===== config.mk =====
export PLATFORM = sky130hd
export DESIGN_NAME = tsi_sqrt
export DESIGN_NICKNAME = d
export VERILOG_FILES = /design/src/rtl/tsi_pkg.sv /design/src/rtl/tsi_sqrt.sv
export SDC_FILE = /design/constraint.sdc
export NUM_CORES = 1
export LEC_CHECK = 0
export BUFFER_PORTS_ARGS = -buffer_cell sky130_fd_sc_hd__buf_2
export CORE_MARGIN = 2
export CORE_UTILIZATION = 44
export DETAILED_ROUTE_END_ITERATION = 10
export PLACE_DENSITY_LB_ADDON = 0.25
export SYNTH_ARGS = -nofsm -noshare
export SYNTH_HDL_FRONTEND = slang
export SYNTH_SLANG_ARGS = --single-unit

===== constraint.sdc =====
create_clock -name clk -period 17.7 [get_ports clk]
set_input_delay 0.885 -clock clk [delete_from_list [all_inputs] [get_ports clk]]
set_output_delay 0.885 -clock clk [all_outputs]
set_load 0.005 [all_outputs]

===== src/rtl/tsi_pkg.sv =====
// Shared types and constants of the timestamped speed interpolator.
`timescale 1ns / 1ps
package tsi_pkg;
  localparam int unsigned DEPTH = 256;
  localparam int unsigned IDX_W = $clog2(DEPTH);
  localparam int unsigned CNT_W = IDX_W + 1;
  localparam int unsigned TIME_W = 63;
  localparam int unsigned SPD_W = 32;
  localparam int unsigned WIN_W = 40;
  localparam int unsigned ENTRY_W = TIME_W + SPD_W;
  localparam int unsigned CFG_AW = 3;
  localparam logic [WIN_W-1:0] WINDOW_RESET = 40'd1000000000;
  localparam logic [CFG_AW-1:0] REG_WINDOW = 3'd0;

  localparam logic KIND_SAMPLE = 1'b0;
  localparam logic KIND_EVENT = 1'b1;

  typedef enum logic [3:0] {
    ST_IDLE, ST_SQ, ST_SQRT, ST_WRITE, ST_TRIM_RD, ST_TRIM_CHK,
    ST_SCAN_RD, ST_SCAN_CHK, ST_LO_RD, ST_LO_GET, ST_DIV, ST_OUT
  } tsi_state_t;

  typedef struct packed {
    logic start;
    logic [63:0] radicand;
  } sqrt_req_t;

  typedef struct packed {
    logic start;
    logic [SPD_W-1:0] a;
    logic [63:0] e;
    logic [63:0] d;
  } div_req_t;
endpackage


===== src/rtl/tsi_sqrt.sv =====
// Bit-pair iterative integer square root of a 64-bit radicand.
`timescale 1ns / 1ps
module tsi_sqrt import tsi_pkg::*; (
  input  logic            clk,
  input  logic            rst_n,
  input  sqrt_req_t       req,
  output logic            done,
  output logic [SPD_W-1:0] root
);
  logic [63:0] n_r, n_nxt, res_r, res_nxt, bit_r, bit_nxt;
  logic busy_r, busy_nxt;
  logic [63:0] trial;

  always_comb begin
    n_nxt = n_r;
    res_nxt = res_r;
    bit_nxt = bit_r;
    busy_nxt = busy_r;
    trial = res_r + bit_r;
    if (req.start) begin
      n_nxt = req.radicand;
      res_nxt = '0;
      bit_nxt = 64'h4000_0000_0000_0000;
      busy_nxt = 1'b1;
    end else if (busy_r) begin
      if (n_r >= trial) begin
        n_nxt = n_r - trial;
        res_nxt = (res_r >> 1) + bit_r;
      end else begin
        res_nxt = res_r >> 1;
      end
      bit_nxt = bit_r >> 2;
      if (bit_r[0]) begin
        busy_nxt = 1'b0;
      end
    end
  end

  always_ff @(posedge clk) begin
    if (!rst_n) begin
      busy_r <= 1'b0;
    end else begin
      busy_r <= busy_nxt;
    end
    n_r <= n_nxt;
    res_r <= res_nxt;
    bit_r <= bit_nxt;
  end

  assign done = busy_r && !busy_nxt && !req.start;
  assign root = res_nxt[SPD_W-1:0];
endmodule


* Word-level counts from Yosys, hierarchy flattened
Index checks and enable logic that the tools add are counted.
** Storage, ports and cells
- Input bits :: 67
- Register bits :: 161
- Word-level logic and storage cells :: 25
- Output and inout bits :: 33
** Operators by class
- $lt $le $gt $ge :: 1
- Multiplexer cells :: 9
- Add/subtract/negate cells :: 3
- Reductions and logical operators :: 7
** Operators by type and width (number)
- $mux W64 :: 4
- $add A63 B63 Y64 :: 1
- $add A64 B63 Y64 :: 1
- $ge A64 B64 Y1 :: 1
- $mux W32 :: 2
- $sub A64 B64 Y64 :: 1
- $reduce_bool A2 Y1 :: 2
- $mux W1 :: 3
- $logic_and A1 B1 Y1 :: 2
- $logic_not A1 Y1 :: 2
- $reduce_and A2 Y1 :: 1

* Longest topological paths before layout
- Depth after elaboration :: 6
- Depth in mapped cells :: 26
- Mapped depth without buffers :: 23

* Worst setup path after synthesis
No wires, ideal clock.
- Path type :: register -> register
- From :: reg res_r[10]
- To :: reg n_r[0], enable pin
- Stages on the path, launching flop included :: 24
- Period minus slack after synthesis :: 9.785 ns
- Setup slack :: 7.915 ns
- Data arrival time :: 9.211 ns
- Setup time :: 0.574 ns
- Buffers on the path :: 4
- Data required time :: 17.126 ns
- Cells stage by stage :: dfxtp_1 -> ha_1 -> a311oi_1 -> nor3_1 -> a211o_1 -> a21oi_1 -> a311o_1 -> a21o_1 -> or4_1 -> a31oi_1 -> o21ai_1 -> xor2_1 -> ha_1 -> clkbuf_1 -> nand3_1 -> nor2_1 -> nand4_1 -> nor3_1 -> o2111ai_1 -> and3_1 -> buf_2 -> buf_4 -> buf_2 -> o21ai_0
** On the way
- Cells in the longest elaborated chain, start to end :: 4
** RTL lines
- start: declaration :: RTL line tsi_sqrt.sv:10 : logic [63:0] n_r, n_nxt, res_r, res_nxt, bit_r, bit_nxt;
- start signal: assignment :: RTL line tsi_sqrt.sv:46 : res_r <= res_nxt;
- $add A64 B63 Y64 :: RTL line tsi_sqrt.sv:19 : trial = res_r + bit_r;
- $ge A64 B64 Y1 :: RTL line tsi_sqrt.sv:26 : if (n_r >= trial) begin
- $reduce_bool A2 Y1 (no line)
- $reduce_and A2 Y1 (no line)
- end signal: assignment :: RTL line tsi_sqrt.sv:45 : n_r <= n_nxt;
- end: declaration :: RTL line tsi_sqrt.sv:10
Every way passes these cells.
A chain may end at the register's enable or synchronous reset.

* Final worst setup path
- From :: reg res_r[4]
- To :: out root[29]
** On the way
- Cells in the longest elaborated chain, start to end :: 5
- Elaborated cells on any way between the ends :: 6
- Classes of those cells :: add/sub: 2; order compare: 1; mux: 3
** RTL lines
- $add A64 B63 Y64 :: RTL line tsi_sqrt.sv:19
- $ge A64 B64 Y1 :: RTL line tsi_sqrt.sv:26
- $mux W64 (*) :: RTL line tsi_sqrt.sv:26
- $mux W32 (*) :: RTL line tsi_sqrt.sv:25 : end else if (busy_r) begin
- $mux W32 (*) :: RTL line tsi_sqrt.sv:20 : if (req.start) begin
- end: declaration :: RTL line tsi_sqrt.sv:8 : output logic [SPD_W-1:0] root
Every way passes the cells marked *; elsewhere a longest branch is shown, timed or not.

==> results.cfg <==
[status]
status = finished, final reports clean

[floorplan]
die_h_um = 189
die_w_um = 189
fp-row-count = 67
core_um2 = 33500
initial_core_util = 0.447
dieArea_um2 = 35600
io_pins = 100

[global_route]
grt_pass1_vias = 13548
grt_max_degree = 87
overflow = 0
grtUsageTotal = 0.252
grt_pass1_wl_um = 72500
grt_antenna_before_repair = 0

[setup_path]
critPathLaunchType = register
rr_startpoint = res_r[4]
required_ps = 16820
r2r_cells = 21
critPathLaunch = res_r[4]
end_kind = primary output
arrival_ps = 7280
critical_path.max_fanout = 70
crit_type = register to primary output

[flow_run]
drv_cap = 0

[finish]
nNetsFinal = 2147
num_antenna_cells = 0
syn2layout_area_growth_pct = 8.59
final_cell_mix = nand2_1 (228), nor2_1 (202), o21ai_0 (158), a21oi_1 (146), ha_1 (130)
layout_commonest_cell = nand2_1
final_cells = 2410
drive_above_1_share = 0.0968
utilization = 0.486

[synth]
synthFlopType = dfxtp_1
yosys.area.top_type_share = 0.129
yosysTopAreaCell = dfxtp_1
synth_area_per_cell_um2 = 7.76
synth_nets = 2130
async_reset_ff_frac = 0
yosys_register_bits = 161
ys_warn_count = 0
syn_area_um2 = 15000
syn_inst = 1932
synthTopCellsByArea = dfxtp_1 (13%), edfxtp_1 (13%), ha_1 (11%)
synth_edf_count = 64
seq_area_frac_synth = 0.258
ys_types = 86

[placement]
place_inst = 2378
dp_hpwl_um = 34000
portBuffers = 99
pre_cts_ws_ps = 10110
place_congestion = 0.951

[clocking]
htree_levels = 4
cts_setup_buffers = 0
clk_pin_slew_ps = 70
cts_tree = done
cts-root-buf = clkbuf_16
cts-hold-fix-buffers = 0
clock-sinks = 161
cts_resized = 0
cts_buffers = 17
clk_latency_ps = 450
cts_max_path_buffers = 2

[route]
drt_iter0_drc = 1221
viasPerCell = 6.03
drtAntennaViolNets = 0
vias = 14536
wl_per_cell_um = 18.7
routed_wl_um = 45100
drc_errors = 0
drt_first_pass_iters = 5

[worst_hold_path]
hold_class = register to register
worstHoldStart = res_r[0]
worstHoldPathCells = 2

[pwr]
peakVddDrop_uv = 74.1
power.total_w = 0.00208
leakagePower_nw = 6.39
power_per_cell_area_nw_per_um2 = 128

[sta]
skew_ps = 10.6
setup_viol = 0
min_period_ps = 8160
max_freq_mhz = 123
worst_pin_slew_ps = 1130
timing.final.ws_setup_ps = 9540
max-slew-margin-rel = 0.235
drv_slew = 0
setup_tns_ps = 0
rsz0062_at_grt = false
fin_crit_sh = 0.461
final_hold_viol_count = 0
-- worst paths after layout --
path,to,slack (ps)
max,root[29],9540
min,res_r[0],530
max reg2reg,n_r[62],10120
min reg2reg,res_r[0],530
-- Yosys cell counts, types with 13 or more instances --
library cell,count
xnor2_1,75
dfxtp_1,97
a311oi_1,24
nand2b_1,15
ha_1,130
nand2_1,228
or3_1,13
and3_1,20
a21o_1,36
nor2_1,202
and2_1,16
a211oi_1,41
clkbuf_1,96
o21ai_0,159
mux2i_1,41
nand3_1,28
xor2_1,78
a31oi_1,54
edfxtp_1,64
nor3_1,31
a31o_2,15
inv_1,47
nand4_1,49
nor2b_1,15
a21oi_1,146
o21bai_1,24
o21a_1,17
-- worst max-delay path, cell delays in order (launching register included) --
cell and delay, ps:
dfxtp_1 390, ha_1 400, a211oi_1 100, a211oi_2 450, a211oi_2 180, o221ai_1 570
a311oi_1 180, and2_2 280, o31ai_2 370, a21bo_1 250, a21oi_1 100, xor2_1 150
ha_1 380, a21oi_1 220, o21ai_0 210, a21oi_1 190, a21oi_1 80, a2111oi_1 560
and3_2 300, buf_4 590, nor2_1 170, xnor2_1 170, a211oi_1 330, buf_2 180
-- final cells by class --
cell class              count  area [um^2]
clock inverters             7         42.5
inverters                  48          180
flip-flops and latches    161         3870
well taps                 448          561
fillers                  3325        17200
multi-input cells        1611        10500
clock buffers              25          528
repair buffers            110          584
-- power by group --
group / total [W] / switching [W] / internal, W
clock network: 0.000371 / 0.000164 / 0.000208
logic: 0.00116 / 0.000719 / 0.000439
registers: 0.000556 / 0.0000664 / 0.000490
total: 0.00208 / 0.000949 / 0.00114
-- cells by family (layout without fill, tap and decap cells) --
kind of cell / count (synthesis) / in the layout / share of synthesized area
and+or+nand+nor: 656 / 656 / 0.200
adders and majority gates: 131 / 131 / 0.110
buffers and inverters: 160 / 190 / 0.0415
DFF: 161 / 161 / 0.258
AOI/OAI and AO/OA: 627 / 627 / 0.272
muxes: 44 / 44 / 0.0296
xor gates and xnor gates: 153 / 153 / 0.0893
-- routing by layer --
| metal | up-vias | track usage | share of wire |
|---|---|---|---|
| li1 | 7168 | - | - |
| met1 | 6812 | 0.355 | 0.47 |
| met2 | 504 | 0.403 | 0.45 |
| met3 | 52 | 0.0393 | 0.062 |
| met4 | 0 | 0.0571 | 0.016 |
| met5 | - | 0 | 0 |
-- flip-flops by register name (all words and copies together), names as in the netlist --
signal / count
n_r: 64
bit_r: 32
res_r: 64
busy_r: 1
-- through the flow --
stage,area [um^2],hold slack (ps)
after global placement,15700,509
after CTS,16300,521
final,16300,528
after global routing,16300,557
after floorplan,15000,482
after detailed placement,15700,511
Power figures use the tool's default switching activity.
