$ cat src/rtl/tsi_ram.sv
// Generic single-port synchronous RAM with registered read.
`timescale 1ns / 1ps
module tsi_ram #(
  parameter int unsigned WIDTH = 8,
  parameter int unsigned DEPTH = 16
) (
  input  logic                     clk,
  input  logic                     we,
  input  logic [$clog2(DEPTH)-1:0] addr,
  input  logic [WIDTH-1:0]         wdata,
  output logic [WIDTH-1:0]         rdata
);
  logic [WIDTH-1:0] mem_r [DEPTH];

  always_ff @(posedge clk) begin
    if (we) begin
      mem_r[addr] <= wdata;
    end
    rdata <= mem_r[addr];
  end
endmodule

$ cat config.mk
export PLATFORM = sky130hd
export DESIGN_NAME = tsi_ram
export DESIGN_NICKNAME = d
export VERILOG_FILES = /design/src/rtl/tsi_ram.sv
export SDC_FILE = /design/constraint.sdc
export NUM_CORES = 1
export LEC_CHECK = 0
export ABC_AREA = 1
export BUFFER_PORTS_ARGS = -buffer_cell sky130_fd_sc_hd__buf_4
export CORE_MARGIN = 2
export CORE_UTILIZATION = 50
export DETAILED_ROUTE_END_ITERATION = 12
export GPL_ROUTABILITY_DRIVEN = 0
export PLACE_DENSITY = 0.67
export SYNTH_ARGS = -nofsm -noshare
export SYNTH_HDL_FRONTEND = slang
export SYNTH_SLANG_ARGS = --single-unit
$ cat constraint.sdc
create_clock -name clk -period 2.7 [get_ports clk]
set_input_delay 0.405 -clock clk [delete_from_list [all_inputs] [get_ports clk]]
set_output_delay 0.405 -clock clk [all_outputs]
set_load 0.005 [all_outputs]
=== Word level (Yosys, flattened, before mapping) ===
Memories as Yosys holds them, arrays and structs flattened. A register that Yosys moved wholly into a read port is not among the register bits.
Cells that the tools add are included.

* Bits in registers: 0
* RAM bits: 128
* Input port bits: 14
* Output and inout bits: 8
* Logic and storage cells: 3
* Memories: 1

* Multiplexer cells: 2

{| class="wikitable"
|+ Memory list
! name !! words !! width !! read ports !! clocked after memory_dff !! write ports !! line !! source
|-
| mem_r || 16 || 8 || 1 || 1 || 1 || 13 || <nowiki>logic [WIDTH-1:0] mem_r [DEPTH];</nowiki>
|}

{| class="wikitable"
|+ Operator list
! cell !! count
|-
| 1-bit two-way mux || 2
|}

=== Longest topological paths before layout ===
Gate-level depths: netlist of the first run.

* Word-level depth: 2
* Depth in mapped cells: 11
* Gate-level depth less buffers: 9

=== Least setup slack after synthesis of the first run ===
OpenSTA, ideal clock, no wires.

* Kind: input-to-reg
* Start: in addr[1]
* End: mem mem_r[3][0], enable pin
* Library setup time: 0.370 ns
* Arrival: 1.412 ns
* Required time: 2.330 ns
* Path slack: 0.918 ns
* Stages: 4
* Path buffers: 2
* Cell sequence: buf_2 -> clkbuf_1 -> nand3_1 -> nor2_1

{| class="wikitable"
|+ RTL lines
! item !! line !! source
|-
| start, declared || 9 || <nowiki>input logic [$clog2(DEPTH)-1:0] addr,</nowiki>
|-
| end, declared || 13 ||
|}

Straight into the memory's write port.

=== Worst setup path in the final report of the first run ===
* Start: in addr[1]
* End: mem mem_r[9][0], enable pin

Straight into the memory's write port.

==> run summary, run 1 <==
Outcome - finished, final reports clean
H-tree lvl count - 4
Ports - 22
Cell Count, Final, Fillers Out - 738
Final core utilization - 0.593
CP max stage delay - 0.62 ns
CP Data Required Time - 2.84 ns
# rows - 38
Netlist cell types - 11
Inserted Clock Buffers - 17
HPWL Detailed - 7.46 mm
Setup bufs post-CTS - 0
P_int - 3.67 mW
Remaining DRCs - 0
Total wire length - 11.8 mm
Top Family by Delay on Critical Path - simple AND/OR/NAND/NOR gates
Clock power share - 0.426
Worst-path fanout max - 17
Share of layout cells above drive strength 1 - 0.109
DRT iter0 DRCs - 357
CTS sink cnt - 136
Min Tclk post-route - 1.52 ns
Max-cap violations - 0
GRT Overall Usage - 0.216
Crit. End Element - register
Bufs on Longest Clock Path - 2
Die height - 110 um
Seq cells post-synth - 136
CTS Hold Buffers Added - 0
Port buffer count - 21
NetSw - 974 uW
Slew Limit Headroom - 0.504
Final setup viols - 0
Antenna Violating Nets Remaining - 0
RSZ-0062 raised after global routing - false
Sw Share - 0.210
First-pass GRT wire length - 18.8 mm
Crit path buf inv count - 2
CP Cell Sequence - buf_4 > clkinv_1 > nand3_1 > nor2_1
Slew @ Worst Pin - 0.742 ns
Sequential cell area fraction in the yosys report - 0.716
Max Fclk - 0.658 GHz
Synth Instances - 548
Hold Path Class - in -> reg
Synth Cell Area - 0.00559 mm2
Ant. Diodes - 0
Syn Area/Cell - 10.2 um2
Vias post-DR - 3,733
Final Max Tran Viols - 0
Largest net degree at the start of global routing - 30
Pre-antenna DRT Iters - 5
Post-synth net total - 562
Slowest cell on the critical path - nor2_1
Worst-skew pair later-pin latency - 0.51 ns
PD cells - 719 mW/mm2
Crit path arrival time - 1.66 ns
PostCTS Resize Cnt - 0
Nets - 599
Combinational share of power - 0.063
Cells after DPL - 706
Final Hold Fails - 0
Setup CP Type - in -> reg
Routed len/inst - 15.9 um
Sequential power share - 0.511
Vias per std cell - 5.06
Vias in the first global route - 3,549
Initial antenna violation count - 0
Leak - 2.79 nW
Initial Utilization - 0.514
TritonCTS clock tree - yes
Maximum vdd ir drop - 0.619 mV
Area Growth Syn to Fin - 15.5%
Critical Path Start Type - primary input
Clk root buf - clkbuf_8
Worst-path clk slew - 0.06 ns
Synthesis Warnings - 0
Die ar. - 0.0120 mm2
Grt ovf - 0
Fin crit share - 0.563
Die Width - 110 um
Setup TNS - 0 ns
Clock Skews - 0.00472 ns
Total core area - 0.0109 mm2
==> worst reg2reg max path, delay by kind of cell, from the launching register on <==
kind	cells	cell delay (ns)
buffers and inverters	1	0.05
and+or+nand+nor	7	0.50
DFF	1	0.37
==> synthesized netlist by cell type <==
master | n | area share
buf_2 | 12 | 0.011
buf_4 | 6 | 0.0081
clkbuf_1 | 3 | 0.0020
clkinv_1 | 1 | 0.00067
dfxtp_1 | 8 | 0.029
edfxtp_1 | 128 | 0.69
inv_1 | 21 | 0.014
inv_2 | 1 | 0.00067
nand2_1 | 346 | 0.23
nand3_1 | 4 | 0.0036
nor2_1 | 18 | 0.012
==> through the flow <==
step,worst slack [ns],hold WS (ns),power [mW],instance area (um2)
2_1_floorplan,0.918,0.504,2.58,5590
3_3_place_gp,0.620,0.685,2.71,5940
3_5_place_dp,0.640,0.700,2.71,5940
4_1_cts,1.18,0.237,4.67,6460
5_1_grt,1.06,0.250,4.80,6460
6_report,1.18,0.258,4.65,6460
==> cell type report <==
type,count,area [um2]
clock buffer,28,495
tap,140,175
inverter,23,86.3
sequential,136,4000
clock inverter,4,20.0
fill,871,4430
multi-input combinational,368,1390
timing repair buffer,39,293
==> placed cells by master, fill, tap and decap left out, drive strengths merged <==
| master | instances |
|---|---|
| buf | 39 |
| clkbuf | 28 |
| clkinv | 5 |
| dfxtp | 8 |
| edfxtp | 128 |
| inv | 22 |
| nand2 | 346 |
| nand3 | 4 |
| nor2 | 18 |
==> layer usage <==
layer,track usage,share of wire,up-vias
met5,0,0,-
met4,0.0705,0.0097,0
met3,0.0516,0.080,11
met2,0.319,0.45,169
met1,0.316,0.46,1729
li1,-,-,1824
==> kinds of logic (layout without fill, tap and decap cells) <==
group	count (synthesis)	count (layout)	share of synthesized area
buffers and inverters	44	94	0.0362
flip-flops	136	136	0.716
AND/OR/NAND/NOR	368	368	0.248
==> sequential cells by signal, indices dropped and copies added, names as in the netlist <==
register / count
mem_r: 128
rdata: 8
==> power groups by stage <==
stage / Sequential [mW] / Combinational (mW) / Clock (mW)
3_5_place_dp: 2.42 / 0.292 / 0
4_1_cts: 2.38 / 0.294 / 2.00
3_3_place_gp: 2.42 / 0.290 / 0
5_1_grt: 2.38 / 0.330 / 2.09
6_report: 2.38 / 0.293 / 1.98
2_1_floorplan: 2.42 / 0.163 / 0
==> path summary, 6_finish.rpt <==
check | from | end | slack (ns) | depth (start not counted)
hold reg to reg | mem_r[14][0]$_DFFE_PP_ | rdata[0]$_DFF_P_ | 0.71 | 8
hold / removal | wdata[6] | mem_r[12][6]$_DFFE_PP_ | 0.26 | 1
setup / recovery | addr[1] | mem_r[9][0]$_DFFE_PP_ | 1.18 | 4
setup reg to reg | mem_r[12][6]$_DFFE_PP_ | rdata[6]$_DFF_P_ | 1.68 | 8
(Power assumes the default switching activity.)
==> inputs of run 2 (changes only) <==
--- a/config.mk
+++ b/config.mk
@@ -11,7 +11,7 @@
 export CORE_UTILIZATION = 50
 export DETAILED_ROUTE_END_ITERATION = 12
 export GPL_ROUTABILITY_DRIVEN = 0
-export PLACE_DENSITY = 0.67
+export PLACE_DENSITY = 0.69
 export SYNTH_ARGS = -nofsm -noshare
 export SYNTH_HDL_FRONTEND = slang
 export SYNTH_SLANG_ARGS = --single-unit
==> constraint.sdc (replaced) <==
create_clock -name clk -period 1.3 [get_ports clk]
set_input_delay 0.195 -clock clk [delete_from_list [all_inputs] [get_ports clk]]
set_output_delay 0.195 -clock clk [all_outputs]
set_load 0.005 [all_outputs]
==> run summary, run 2 (synthesis gave the netlist of run 1 again) <==
Outcome - finished, final reports clean
Setup TNS - 0 ns (unchanged)
CTS Hold Buffers Added - 0 (unchanged)
Maximum vdd ir drop - 1.18 mV (+90%)
Top Registers - mem_r x128, rdata x8
Setup bufs post-CTS - 0 (unchanged)
Crit. End Element - output pin
Most frequent cells in the layout - 346 x nand2_1, 128 x edfxtp_1, 33 x buf_4, 21 x inv_1
Crit path buf inv count - 1 (-1)
Final Max Tran Viols - 0 (unchanged)
Largest net degree at the start of global routing - 33 (+10%)
Fin worst setup slack - 0.101 ns (-1.08 ns)
Vias per std cell - 4.90 (-3.1%)
Critical Path Start Type - register
Top Family by Delay on Critical Path - flip-flops
Vias post-DR - 3,607 (-3.4%)
Cell Count, Final, Fillers Out - 736 (-0.27%)
Crit path arrival time - 1.00 ns (-0.66 ns)
H-tree lvl count - 4 (unchanged)
Inserted Clock Buffers - 17 (unchanged)
First-pass GRT wire length - 18.7 mm (-0.40%)
Antenna Violating Nets Remaining - 0 (unchanged)
Fillers - 859 (-1.4%)
GRT Overall Usage - 0.218 (+0.00265)
Ant. Diodes - 0 (unchanged)
Clock Skews - 0.00636 ns (+0.00164 ns)
Nets - 597 (-0.33%)
Bufs on Longest Clock Path - 2 (unchanged)
Multi-input gate area - 0.00155 mm2 (+12%)
Total core area - 0.0109 mm2 (unchanged)
Fin crit share - 0.922
Final Hold Fails - 0 (unchanged)
Sequential Area - 0.00400 mm2 (unchanged)
Initial Utilization - 0.514 (unchanged)
CTS sink cnt - 136 (unchanged)
Worst-path clk slew - 0.06 ns (about the same)
Die height - 110 um (unchanged)
Slowest cell on the critical path - dfxtp_1
Leak - 2.84 nW (+1.5%)
CP max stage delay - 0.36 ns (-0.26 ns)
Port buffer count - 21 (unchanged)
Pre-CTS WS - -0.122 ns (-0.762 ns)
Final setup viols - 0 (unchanged)
Vias in the first global route - 3,585 (+1.0%)
Max Fclk - 0.834 GHz
Flip-flop count of the largest register after layout - 128 (unchanged)
Max-cap violations - 0 (unchanged)
HPWL Detailed - 7.43 mm (-0.40%)
Clk root buf - clkbuf_8
Hold Path Class - in -> reg
Min Tclk post-route - 1.20 ns
Grt ovf - 0 (unchanged)
Initial antenna violation count - 0 (unchanged)
CP Data Required Time - 1.11 ns (-1.73 ns)
Total wire length - 11.8 mm (+0.49%)
CP Cell Sequence - buf_4
Slew Limit Headroom - 0.741 (+0.238)
Setup CP Type - reg -> out
PD cells - 1540 mW/mm2 (+110%)
Remaining DRCs - 0 (unchanged)
# rows - 38 (unchanged)
Largest Register - mem_r
Worst-path fanout max - 1 (-16)
Slew @ Worst Pin - 0.387 ns (-0.355 ns)
Die Width - 110 um (unchanged)
Worst-skew pair later-pin latency - 0.52 ns (about the same)
Area Growth Syn to Fin - 20.4%
Die ar. - 0.0120 mm2 (unchanged)
Ports - 22 (unchanged)
TritonCTS clock tree - yes
Most common cell after layout, fill and taps aside - nand2_1
Routed len/inst - 16.0 um (+0.77%)
Cells after DPL - 704 (-0.28%)
DRT iter0 DRCs - 212 (-41%)
PostCTS Resize Cnt - 0 (unchanged)
RSZ-0062 raised after global routing - false
Share of layout cells above drive strength 1 - 0.151 (+0.0423)
Pre-antenna DRT Iters - 4 (-1)
[run 2: cell count changes in the layout (fill, tap and decap cells not counted), sizes merged]
| cell | delta |
|---|---|
| clkinvlp | +1 |
| clkbuf | -7 |
| bufinv | +3 |
| buf | -2 |
| clkinv | +3 |
[run 2: report_power, final]
| group | internal (mW) | switching [mW] | leakage (nW) |
|---|---|---|---|
| sequential | 4.90 | 0.0310 | 1.22 |
| combinational | 0.221 | 0.447 | 1.32 |
| clock | 3.02 | 1.74 | 0.292 |
[run 2: worst paths after layout]
kind	from	to	slack, ns	cells after the start
max	rdata[1]$_DFF_P_	rdata[1]	0.10	1
min	wdata[2]	mem_r[7][2]$_DFFE_PP_	0.02	1
max reg2reg	mem_r[3][2]$_DFFE_PP_	rdata[2]$_DFF_P_	0.29	8
min reg2reg	mem_r[0][6]$_DFFE_PP_	rdata[6]$_DFF_P_	0.70	8
[run 2: layout make-up]
class                           count  share of cell area
Clock buffer                       21              0.0667
Clock inverter                     11              0.0219
Inverter                           23              0.0128
Multi-Input combinational cell    368               0.230
Sequential cell                   136               0.594
Tap cell                          140              0.0260
Timing Repair Buffer               37              0.0487
[run 2: layer usage]
metal | global-route usage | share of wire
met5 | 0 | 0
met4 | 0.102 | 0.027
met1 | 0.285 | 0.43
met3 | 0.0456 | 0.062
met2 | 0.352 | 0.48
[run 2: through the flow]
step / hold slack [ns] / util / area (um2) / power [mW]
after detailed placement: 0.560 / 0.564 / 6140 / 5.69
after global routing: 0.0163 / 0.619 / 6740 / 10.7
after global placement: 0.551 / 0.564 / 6140 / 5.68
after CTS: 0.0115 / 0.619 / 6740 / 10.4
final: 0.0200 / 0.619 / 6740 / 10.4
after floorplan: 0.294 / - / 5760 / 5.40
