## src/rtl/tsi_pkg.sv

```systemverilog
// Shared types and constants of the timestamped speed interpolator.
`timescale 1ns / 1ps
package tsi_pkg;
  localparam int unsigned DEPTH = 256;
  localparam int unsigned IDX_W = $clog2(DEPTH);
  localparam int unsigned CNT_W = IDX_W + 1;
  localparam int unsigned TIME_W = 63;
  localparam int unsigned SPD_W = 32;
  localparam int unsigned WIN_W = 40;
  localparam int unsigned ENTRY_W = TIME_W + SPD_W;
  localparam int unsigned CFG_AW = 3;
  localparam logic [WIN_W-1:0] WINDOW_RESET = 40'd1000000000;
  localparam logic [CFG_AW-1:0] REG_WINDOW = 3'd0;

  localparam logic KIND_SAMPLE = 1'b0;
  localparam logic KIND_EVENT = 1'b1;

  typedef enum logic [3:0] {
    ST_IDLE, ST_SQ, ST_SQRT, ST_WRITE, ST_TRIM_RD, ST_TRIM_CHK,
    ST_SCAN_RD, ST_SCAN_CHK, ST_LO_RD, ST_LO_GET, ST_DIV, ST_OUT
  } tsi_state_t;

  typedef struct packed {
    logic start;
    logic [63:0] radicand;
  } sqrt_req_t;

  typedef struct packed {
    logic start;
    logic [SPD_W-1:0] a;
    logic [63:0] e;
    logic [63:0] d;
  } div_req_t;
endpackage

```

## src/rtl/tsi_div.sv

```systemverilog
// Bit-serial floor(a * e / d) with e below d; reports a nonzero remainder.
`timescale 1ns / 1ps
module tsi_div import tsi_pkg::*; (
  input  logic             clk,
  input  logic             rst_n,
  input  div_req_t         req,
  output logic             done,
  output logic [SPD_W-1:0] quo,
  output logic             rem_nz
);
  logic [64:0] r_r, r_nxt, r1, r2;
  logic [SPD_W-1:0] q_r, q_nxt, a_r, a_nxt;
  logic [63:0] e_r, d_r;
  logic [5:0] cnt_r, cnt_nxt;
  logic busy_r, busy_nxt;
  logic q1, q2;

  always_comb begin
    r_nxt = r_r;
    q_nxt = q_r;
    a_nxt = a_r;
    cnt_nxt = cnt_r;
    busy_nxt = busy_r;
    r1 = {r_r[63:0], 1'b0};
    q1 = 1'b0;
    if (r1 >= {1'b0, d_r}) begin
      r1 = r1 - {1'b0, d_r};
      q1 = 1'b1;
    end
    r2 = r1;
    q2 = 1'b0;
    if (a_r[SPD_W-1]) begin
      r2 = r1 + {1'b0, e_r};
      if (r2 >= {1'b0, d_r}) begin
        r2 = r2 - {1'b0, d_r};
        q2 = 1'b1;
      end
    end
    if (req.start) begin
      r_nxt = '0;
      q_nxt = '0;
      a_nxt = req.a;
      cnt_nxt = 6'(SPD_W);
      busy_nxt = 1'b1;
    end else if (busy_r) begin
      r_nxt = r2;
      q_nxt = {q_r[SPD_W-2:0], 1'b0} + SPD_W'(q1) + SPD_W'(q2);
      a_nxt = {a_r[SPD_W-2:0], 1'b0};
      cnt_nxt = cnt_r - 6'd1;
      if (cnt_r == 6'd1) begin
        busy_nxt = 1'b0;
      end
    end
  end

  always_ff @(posedge clk) begin
    if (!rst_n) begin
      busy_r <= 1'b0;
    end else begin
      busy_r <= busy_nxt;
    end
    r_r <= r_nxt;
    q_r <= q_nxt;
    a_r <= a_nxt;
    cnt_r <= cnt_nxt;
    if (req.start) begin
      e_r <= req.e;
      d_r <= req.d;
    end
  end

  assign done = busy_r && !busy_nxt && !req.start;
  assign quo = q_nxt;
  assign rem_nz = (r_nxt != '0);
endmodule

```

## config.mk

```make
export PLATFORM = sky130hd
export DESIGN_NAME = tsi_div
export DESIGN_NICKNAME = d
export VERILOG_FILES = /design/src/rtl/tsi_pkg.sv /design/src/rtl/tsi_div.sv
export SDC_FILE = /design/constraint.sdc
export NUM_CORES = 1
export LEC_CHECK = 0
export ABC_AREA = 1
export ABC_CLOCK_PERIOD_IN_PS = 8200
export BUFFER_PORTS_ARGS = -buffer_cell sky130_fd_sc_hd__buf_4
export CORE_MARGIN = 2
export CORE_UTILIZATION = 50
export CTS_CLUSTER_SIZE = 20
export DETAILED_ROUTE_END_ITERATION = 10
export PLACE_DENSITY = 0.8
export REMOVE_ABC_BUFFERS = 1
export SLEW_MARGIN = 20
export SYNTH_ARGS = -nofsm -noshare
export SYNTH_HDL_FRONTEND = slang
export SYNTH_SLANG_ARGS = --single-unit
```

## constraint.sdc

```tcl
create_clock -name clk -period 8.2 [get_ports clk]
set_clock_uncertainty 0.05 [all_clocks]
set_input_delay 0 -clock clk [delete_from_list [all_inputs] [get_ports clk]]
set_output_delay 0 -clock clk [all_outputs]
set_load 0.02 [all_outputs]
```

==> metrics.log, run 1 <==
INFO  metric run_status = did not finish
INFO  metric haltStage = global routing (5_1_grt)
INFO  metric toolErrorMsg = [ERROR GRT-0232] Routing congestion too high. Check the congestion heatmap in the GUI.
INFO  metric design.portCount = 197
INFO  metric yosys.area.top_type = edfxtp_1
INFO  metric pre_cts_slack = -1410 ps
INFO  metric most_common_cell_in_the_synthesized_netlist = nand2_1
INFO  metric syn_std_cell_area = about 26000 sq um
INFO  metric timing.grt.repair.worst_endpoint = quo[24]
INFO  metric synth.yosys.seq_area_share = a little over a quarter
INFO  metric ys_types = between 50 and 60
INFO  metric synth_enable_flop_cells = 160
INFO  metric die_w = approximately 230 um
INFO  metric post_synth_inst_count = between 4k and 5k
INFO  metric placed_area = ~37000 sq um
INFO  metric place.detailed.instances = between 6k and 7k
INFO  metric wep_type = primary output
INFO  metric port-buffer-count = around 200
INFO  metric dieHeight = approximately 230 um
INFO  metric synth_top_area_share = a little under a fifth
INFO  metric ctsRootBufferMaster = clkbuf_16
INFO  metric synth.avg_cell_area = between 6 and 7 sq um
INFO  metric postSynthRegisterBits = roughly 260
INFO  metric ys.flop_type = edfxtp_1
INFO  metric starting_utilization_of_the_core_area = between 50 and 60%
INFO  metric grt_overflow = between 1k and 1.5k
INFO  metric cts_sinks = between 200 and 300
INFO  metric ys_top_cells_by_area = edfxtp_1, nand2_1, inv_1
INFO  metric yosys_warnings = 0
INFO  metric gp_congestion = ~1.1
INFO  metric core.rowCount = 84
INFO  metric max-clock-path-buffers = 3
INFO  metric cts_made_buffers = 30
INFO  metric groute.usage.overall = between 90% and 100%
INFO  metric grt_max_degree = 63
INFO  metric hpwl = slightly below 100000 um
INFO  metric ranking_of_synthesized_cells_by_instance_count = nand2_1, inv_1, nor2_1
INFO  metric ctsHtreeMaxLevel = 1
INFO  metric synthArstFlopShare = 0%
-- metrics by stage --
stage	setup TNS, ps	hold slack (ps)
floorplan	-36030	19.1
global placement	-37490	128
detailed placement	-39190	129
CTS	-7590	32.4
-- cell families after synthesis --
| logic type | share of synthesized area [%] |
|---|---|
| compound gates | 13.9 |
| buf+inv | 10.8 |
| simple gates | 34.3 |
| flops | 26.1 |
| fa+ha+maj | 9.58 |
| xor+xnor | 5.32 |
-- layer usage --
metal	GRT overflow	track usage, %
met5	11	66.6
met1	68	86.9
met3	69	83.1
met4	393	97.2
met2	763	103
-- timing repair --
action | in CTS
pin swaps | 140
hold buffers | 162
gates cloned | 5
endpoints found under the setup margin | 70
gates resized for setup | 685
hold endpoints to repair | 190
setup buffers | 176
==> inputs of run 2 (changes only) <==
--- a/config.mk
+++ b/config.mk
@@ -6,13 +6,12 @@
 export NUM_CORES = 1
 export LEC_CHECK = 0
 export ABC_AREA = 1
-export ABC_CLOCK_PERIOD_IN_PS = 8200
+export ABC_CLOCK_PERIOD_IN_PS = 10700
 export BUFFER_PORTS_ARGS = -buffer_cell sky130_fd_sc_hd__buf_4
 export CORE_MARGIN = 2
-export CORE_UTILIZATION = 50
-export CTS_CLUSTER_SIZE = 20
+export CORE_UTILIZATION = 35
 export DETAILED_ROUTE_END_ITERATION = 10
-export PLACE_DENSITY = 0.8
+export PLACE_DENSITY_LB_ADDON = 0.15
 export REMOVE_ABC_BUFFERS = 1
 export SLEW_MARGIN = 20
 export SYNTH_ARGS = -nofsm -noshare
==> constraint.sdc (replaced) <==
create_clock -name clk -period 10.7 [get_ports clk]
set_clock_uncertainty 0.05 [all_clocks]
set_input_delay 0 -clock clk [delete_from_list [all_inputs] [get_ports clk]]
set_output_delay 0 -clock clk [all_outputs]
set_load 0.02 [all_outputs]
==> metrics.log, run 2 <==
INFO  metric run_status = finished, final reports clean
INFO  metric critical_path_arrival = 10010 ps
INFO  metric timing.final.max_slew_violations = 0
INFO  metric cp_slowest_cell = ha_1
INFO  metric grt_pass1_wl = about 180000 um
INFO  metric layout_top_registers = r_r: 65 flops, d_r: 64 flops, e_r: 64 flops
INFO  metric synthArstFlopShare = 0%
INFO  metric critical_path_class = flop to output port
INFO  metric cts_made_buffers = 36
INFO  metric layout.core_utilization = a little under half
INFO  metric dieHeight = around 280 um
INFO  metric layout.nets = about 5k
INFO  metric path_max_fanout = 22
INFO  metric hpwl = 106000 um
INFO  metric number_of_antenna_violations_at_the_first_check_in_global_routing = 2
INFO  metric largest_register = r_r
INFO  metric design.portCount = ~200
INFO  metric cts_sinks = about 260
INFO  metric post_route_cells_drive_above_1_share = 13.3%
INFO  metric gp_congestion = between 1 and 1.5
INFO  metric groute.usage.overall = 31.9%
INFO  metric worst_slew_pin_slew = slightly above 900 ps
INFO  metric ys_top_cells_by_area = edfxtp_1, nand2_1, inv_1
INFO  metric synth_enable_flop_cells = 160
INFO  metric worst-endpoint-required = 10650 ps
INFO  metric core.rowCount = 100
INFO  metric ctsHtreeMaxLevel = 2
INFO  metric largest_register_ffs = between 60 and 70
INFO  metric worstHoldEndpoint = d_r[12]
INFO  metric antenna_left = 0
INFO  metric post_drt_via_cell_ratio = approximately 5.3
INFO  metric first_pass_iters = 6
INFO  metric diodes = 0
INFO  metric final_critical_path_share_of_the_clock_period = 94.0%
INFO  metric maxCapViolations = 0
INFO  metric detailroute.via_count = around 30k
INFO  metric max_stage_delay = around 460 ps
INFO  metric drc_errors = 0
INFO  metric worst_skew_pair.late_latency = just over 600 ps
INFO  metric r2r-end = q_r[28]
INFO  metric port-buffer-count = approximately 200
INFO  metric critical_path.startpoint_type = flop
INFO  metric most-common-layout-cells = nand2_1, inv_1, nor2_1, buf_4, nand3_1
INFO  metric post_synth_inst_count = ~4.2k
INFO  metric syn_std_cell_area = between 20000 and 30000 sq um
INFO  metric yosys_warnings = 0
INFO  metric worst_setup_path_end_kind = output port
INFO  metric wl_per_cell = about 23 um
INFO  metric crit_path_frequent_cell = inv_1
INFO  metric area_growth = 28.0%
INFO  metric hold_depth = 2
INFO  metric crit-reg2reg-launch = d_r[24]
INFO  metric ranking_of_synthesized_cells_by_instance_count = nand2_1, inv_1, nor2_1
INFO  metric grt_pass1_vias = around 29k
INFO  metric most_common_cell_in_the_synthesized_netlist = nand2_1
INFO  metric layout_commonest_cell = nand2_1
INFO  metric ys_types = 54
INFO  metric wl = about 130000 um
INFO  metric report.final.hold_viol_count = 0
INFO  metric grt_max_degree = 90
INFO  metric hold_path.class = input port to flop
INFO  metric starting_utilization_of_the_core_area = 35.4%
INFO  metric clk_pin_slew = ~60 ps
INFO  metric reg2reg_slack = around 1300 ps
INFO  metric setup-violations-final = 0
INFO  metric worst_r2r_path_depth = 58
INFO  metric synth_top_area_share = between 10% and 20%
INFO  metric drt_iter0_drc = 2888
INFO  metric synth.yosys.seq_area_share = a little over a quarter
INFO  metric postSynthRegisterBits = around 260
INFO  metric ys.flop_type = edfxtp_1
INFO  metric die_w = 278 um
INFO  metric crit_buf_inv = 18
INFO  metric grt_overflow = 0
INFO  metric cts_tree = yes
INFO  metric fmax = 99.4 MHz
INFO  metric hp-start = req[12]
INFO  metric worst_slew_margin_rel = around two fifths
INFO  metric cpLargestDelayFamily = simple AND/OR/NAND/NOR gates
INFO  metric yosys.area.top_type = edfxtp_1
INFO  metric core = roughly 74000 sq um
INFO  metric fp.dieArea = around 78000 sq um
INFO  metric ctsRootBufferMaster = clkbuf_16
INFO  metric synth.avg_cell_area = about 6.3 sq um
INFO  metric max-clock-path-buffers = 3
INFO  metric final.min_clock_period = 10060 ps
[run 2: cell counts after synthesis]
No cell type changed its count.
[run 2: timing repair]
item                                    CTS  global route
endpoints found under the hold margin   193             0
endpoints found under the setup margin   16            29
hold buffers                            162             0
pin swaps                                 0            16
gates cloned                              0             4
setup buffers                             0            15
resized for setup                        11           221
[run 2: routing by layer]
metal / track usage, % / wire (um) / share of wire (%) / vias to the layer above
met4: 13.8 / 6400 / 5.0 / 0
li1: - / - / - / 14487
met1: 43.8 / 56000 / 44 / 13881
met2: 49.5 / 54800 / 43 / 1352
met3: 4.70 / 11000 / 8.6 / 233
met5: 0 / 0 / 0 / -
[run 2: cell type report]
type / instances / area [sq um]
Clock buffer: 39 / 922
Clock inverter: 27 / 369
Fill cell: 7889 / 40700
Inverter: 669 / 2510
Multi-Input combinational cell: 3191 / 17600
Sequential cell: 264 / 6890
Tap cell: 969 / 1210
Timing Repair Buffer: 494 / 4210
[run 2: stage by stage]
step	TNS, ps	area [sq um]	hold slack (ps)	instances	setup slack, ps
finish	0	33700	62.3	5653	643
global route	-10.6	33700	68.2	5653	-10.6
CTS	0	32600	38.8	5634	32.2
detailed placement	0	29700	129	5406	128
global placement	0	29700	128	5406	67.2
floorplan	0	26000	19.1	4122	1050
[run 2: kinds of logic after synthesis]
group / after synthesis / share of synthesized area (%)
compound gates: 652 / 13.9
simple gates: 2177 / 34.3
xor+xnor: 160 / 5.32
flops: 264 / 26.1
buf+inv: 736 / 10.8
fa+ha+maj: 200 / 9.58
[run 2: worst max path at each step]
stage	start	endpoint	cells after the start
after CTS	d_r[24]	quo[24]	60
after global placement	d_r[61]	quo[24]	61
final	d_r[24]	quo[24]	60
after floorplan	d_r[31]	q_r[24]	62
after global routing	d_r[45]	quo[24]	70
after detailed placement	d_r[0]	quo[28]	54
[run 2: worst reg2reg max path: cells and delay by family (launching register included)]
family                     cells  cell delay, ps
and+or+nand+nor               32            4810
buffers and inverters         17            1590
adders and majority gates      5            1580
AOI/OAI and AO/OA              4             870
DFF                            1             370
Power of run 2 is left out: the tool's default activity adds up to more than one toggle a clock period on the data nets, which glitch-free logic cannot reach.
